## src/rtl/rrwm_ram.sv

```systemverilog
// Generic single-clock RAM: one write port, one read port, registered read.
// No dependencies.
module rrwm_ram #(
   parameter int WIDTH = 36,
   parameter int DEPTH = 120
) (
   input  logic                     clock,
   input  logic                     wr_en,
   input  logic [$clog2(DEPTH)-1:0] wr_addr,
   input  logic [WIDTH-1:0]         wr_data,
   input  logic                     rd_en,
   input  logic [$clog2(DEPTH)-1:0] rd_addr,
   output logic [WIDTH-1:0]         rd_data
);
   logic [WIDTH-1:0] mem [DEPTH];
   logic [WIDTH-1:0] rd_data_ff;

   always_ff @(posedge clock) begin
      if (wr_en) begin
         mem[wr_addr] <= wr_data;
      end
      if (rd_en) begin
         rd_data_ff <= mem[rd_addr];
      end
   end

   assign rd_data = rd_data_ff;
endmodule

```

## config.mk

```make
export PLATFORM = sky130hd
export DESIGN_NAME = rrwm_ram
export DESIGN_NICKNAME = d
export VERILOG_FILES = /design/src/rtl/rrwm_ram.sv
export SDC_FILE = /design/constraint.sdc
export NUM_CORES = 2
export LEC_CHECK = 0
export ABC_AREA = 1
export BUFFER_PORTS_ARGS = -buffer_cell sky130_fd_sc_hd__buf_2
export CAP_MARGIN = 5
export CORE_UTILIZATION = 40
export DETAILED_ROUTE_END_ITERATION = 8
export PLACE_DENSITY_LB_ADDON = 0.2
export SLEW_MARGIN = 20
export SYNTH_ARGS = -nofsm -noshare
export SYNTH_HDL_FRONTEND = slang
export SYNTH_MEMORY_MAX_BITS = 65536
export SYNTH_SLANG_ARGS = --single-unit
```

## constraint.sdc

```tcl
create_clock -name clock -period 5.2 [get_ports clock]
set_input_delay 1.04 -clock clock [delete_from_list [all_inputs] [get_ports clock]]
set_output_delay 1.04 -clock clock [all_outputs]
set_load 0.05 [all_outputs]
```

==> flow_summary.toml <==
[status]
status = "complete, no violations"

[die]
die_h_um = 665
fp.coreArea_mm2 = 0.436
num_rows = 242
io_pins = 89
dieArea_mm2 = 0.442
die_x_um = 665
start_util_pct = 40.3

[detailed_routing]
wirelength_mm = 579
routed-via-count = 116000
via_per_inst = 5.55
drtIter0Drc = 13800
wl_per_cell_um = 27.8
drt_pass1_iterations = 6
drtAntennaViolNets = 0
remaining_drc_errors = 0

[power]
p_switching_mw = 18.0
switching_share_pct = 23.9
p_total_mw = 75.3
peakVddDrop_mv = 0.304
powerDensity_mw_per_mm2 = 378
p_leak_nw = 70.0
power.internal_mw = 57.3
p_seq_share_pct = 51.8
clockPowerShare_pct = 41.6
p_comb_share_pct = 6.7

[setup_path]
timing.critical_path.mode_cell = "nand3_1"
crit_chain = "buf_8 > inv_8 > buf_12 > buf_4 > nand3_1 > nand3_1 > nand3_1 > nand2_1 > nand2_1 > nand3_1 > nand3_1 > nand2_1"
criticalPathCategory = "in2reg"
start_kind = "input pin"
endpoint_kind = "register"
crit_required_ps = 6030
crit_arrival_ps = 4570
critical-path-slowest-cell = "nand3_1"
critPathMaxFanout = 55
critPathBufInv = 4
max_stage_delay_ps = 750
crit_family = "simple AND/OR/NAND/NOR gates"

[synth]
netlist_area_mm2 = 0.176
synth-seq-cells = 4356
syn_inst = 14600
synth.avg_cell_area_um2 = 12.0
synth_nets = 14600
yosysUniqueCellTypes = 23
yosysWarningCount = 0
seq_area_frac_synth_pct = 74.5

[clocking]
clock-sinks = 4356
cts_tree = "built"
cts_buffers = 454
cts_root_buf = "clkbuf_16"
clock_latency_ps = 1040
cts_max_level = 5
cts_setup_buffers = 0
cts_hold_buf = 0
cts_buffer_depth = 4
ctsResizeCount = 0
path_clk_slew_ps = 60

[finish]
nFillCells = 39100
area_growth_pct = 13.5
final_nets = 14700
final_common_cell = "edfxtp_1"
design_area_mm2 = 0.199
drive_gt1_share_pct = 8.78
final_cell_mix = "4356 x edfxtp_1, 4348 x nand2_1, 3643 x nand3_1"

[sta]
finalClockSkew_ps = 101
setup_violations = 0
period_share_pct = 71.9
drv_slew = 0
hold_violations = 0
maxSlewHeadroom_pct = 16.3
tightest_slew_ps = 1250
fin_crit_ps = 3740
rsz0062_at_grt = "false"
timing.fmax_ghz = 0.267

[placed_design]
numPortBuffers = 88
gp_congestion = 0.844
dpl_cell_area_mm2 = 0.185
hpwl_mm = 326

[grt]
track_usage_pct = 25.6
grt_pass1_wl_mm = 816
grt_overflow = 0
grt_max_degree = 138
antenna_found_initial = 51
grt_pass1_vias = 107000

[job]
maxCapViolCount = 0

[hold_path]
hold_path.class = "in2reg"
-- final timing paths --
check                   start          end  slack (ps)  cells past startpoint
hold reg to reg    mem[8][28]  rd_data[28]         900                      8
setup reg to reg  mem[84][10]  rd_data[10]        2360                      9
setup / recovery   rd_addr[1]  rd_data[10]        1460                     12
hold / removal    wr_data[35]  mem[44][35]         280                      1
-- final cells by class --
class                   instances  area [um2]  area share, %
diodes                         61         153         0.0766
clock buffers                 562       11800           5.92
clock inverters               273        2340           1.17
inverters                     289        1140          0.570
multi-input cells            8980       39700           19.9
flip-flops and latches       4356      131000           65.7
well taps                    5734        7170           3.60
repair buffers                589        6110           3.07
-- cell usage after synthesis --
library cell | instances | area [um2]
edfxtp_1 | 4356 | 131000
nand2_1 | 4351 | 16300
nand3_1 | 3643 | 18200
nor2_1 | 626 | 2350
buf_2 | 392 | 1960
clkbuf_1 | 321 | 1200
inv_1 | 282 | 1060
o21ai_0 | 269 | 1350
buf_4 | 107 | 803
buf_1 | 94 | 353
buf_6 | 44 | 495
o211ai_1 | 37 | 278
a21oi_1 | 27 | 135
nand4_1 | 5 | 31.3
nor3_1 | 5 | 25.0
nor4_1 | 5 | 31.3
o21ai_1 | 5 | 25.0
o31ai_1 | 5 | 37.5
clkinv_1 | 4 | 15.0
buf_8 | 2 | 30.0
inv_2 | 2 | 7.51
or2_2 | 2 | 12.5
inv_4 | 1 | 6.26
-- sequential cells by signal, indices dropped and copies added (netlist names) --
signal	cells
rd_data	36
mem	4320
-- logic make-up after synthesis --
| kind of cell | after synthesis | share of synthesized area [%] |
|---|---|---|
| buffers and inverters | 1249 | 3.38 |
| AOI/OAI and AO/OA | 343 | 1.04 |
| DFF | 4356 | 74.5 |
| and+or+nand+nor | 8637 | 21.1 |
-- power groups by stage --
| stage | clock network [mW] | registers (mW) | logic (mW) |
|---|---|---|---|
| 2_1_floorplan | 0 | 39.7 | 2.37 |
| 3_3_place_gp | 0 | 39.7 | 4.99 |
| 3_5_place_dp | 0 | 39.7 | 5.00 |
| 4_1_cts | 31.6 | 38.9 | 5.01 |
| 5_1_grt | 32.9 | 38.9 | 5.36 |
| 6_report | 31.3 | 38.9 | 5.03 |
-- worst reg2reg max path, stage by stage (launching register included) --
cell and delay (ps):
edfxtp_1 360, or2_2 280, nand3_1 70, nand3_1 70, nand3_1 80, nand2_1 50, nand2_1 260, nand3_1 400
nand3_1 820, nand2_1 140
-- metrics by stage --
stage | setup slack (ps) | setup TNS (ps) | hold WS (ps) | cells | utilization, %
final | 1460 | 0 | 275 | 20800 | 45.7
after global routing | 1470 | 0 | 243 | 20800 | 45.7
after CTS | 1500 | 0 | 201 | 20800 | 45.7
after detailed placement | 437 | 0 | 909 | 19900 | 42.4
after global placement | 434 | 0 | 899 | 19900 | 42.4
after floorplan | -350 | -62950 | 757 | 14600 | -
-- routing by layer --
layer  up-vias  share of wire [%]  track usage (%)
met3       838                8.4             4.02
met2      4804                 45             39.6
met5         -              0.061            0.336
li1      51800                  -                -
met4        26                4.3             10.5
met1     58200                 42             36.2
(Power assumes the default switching activity.)
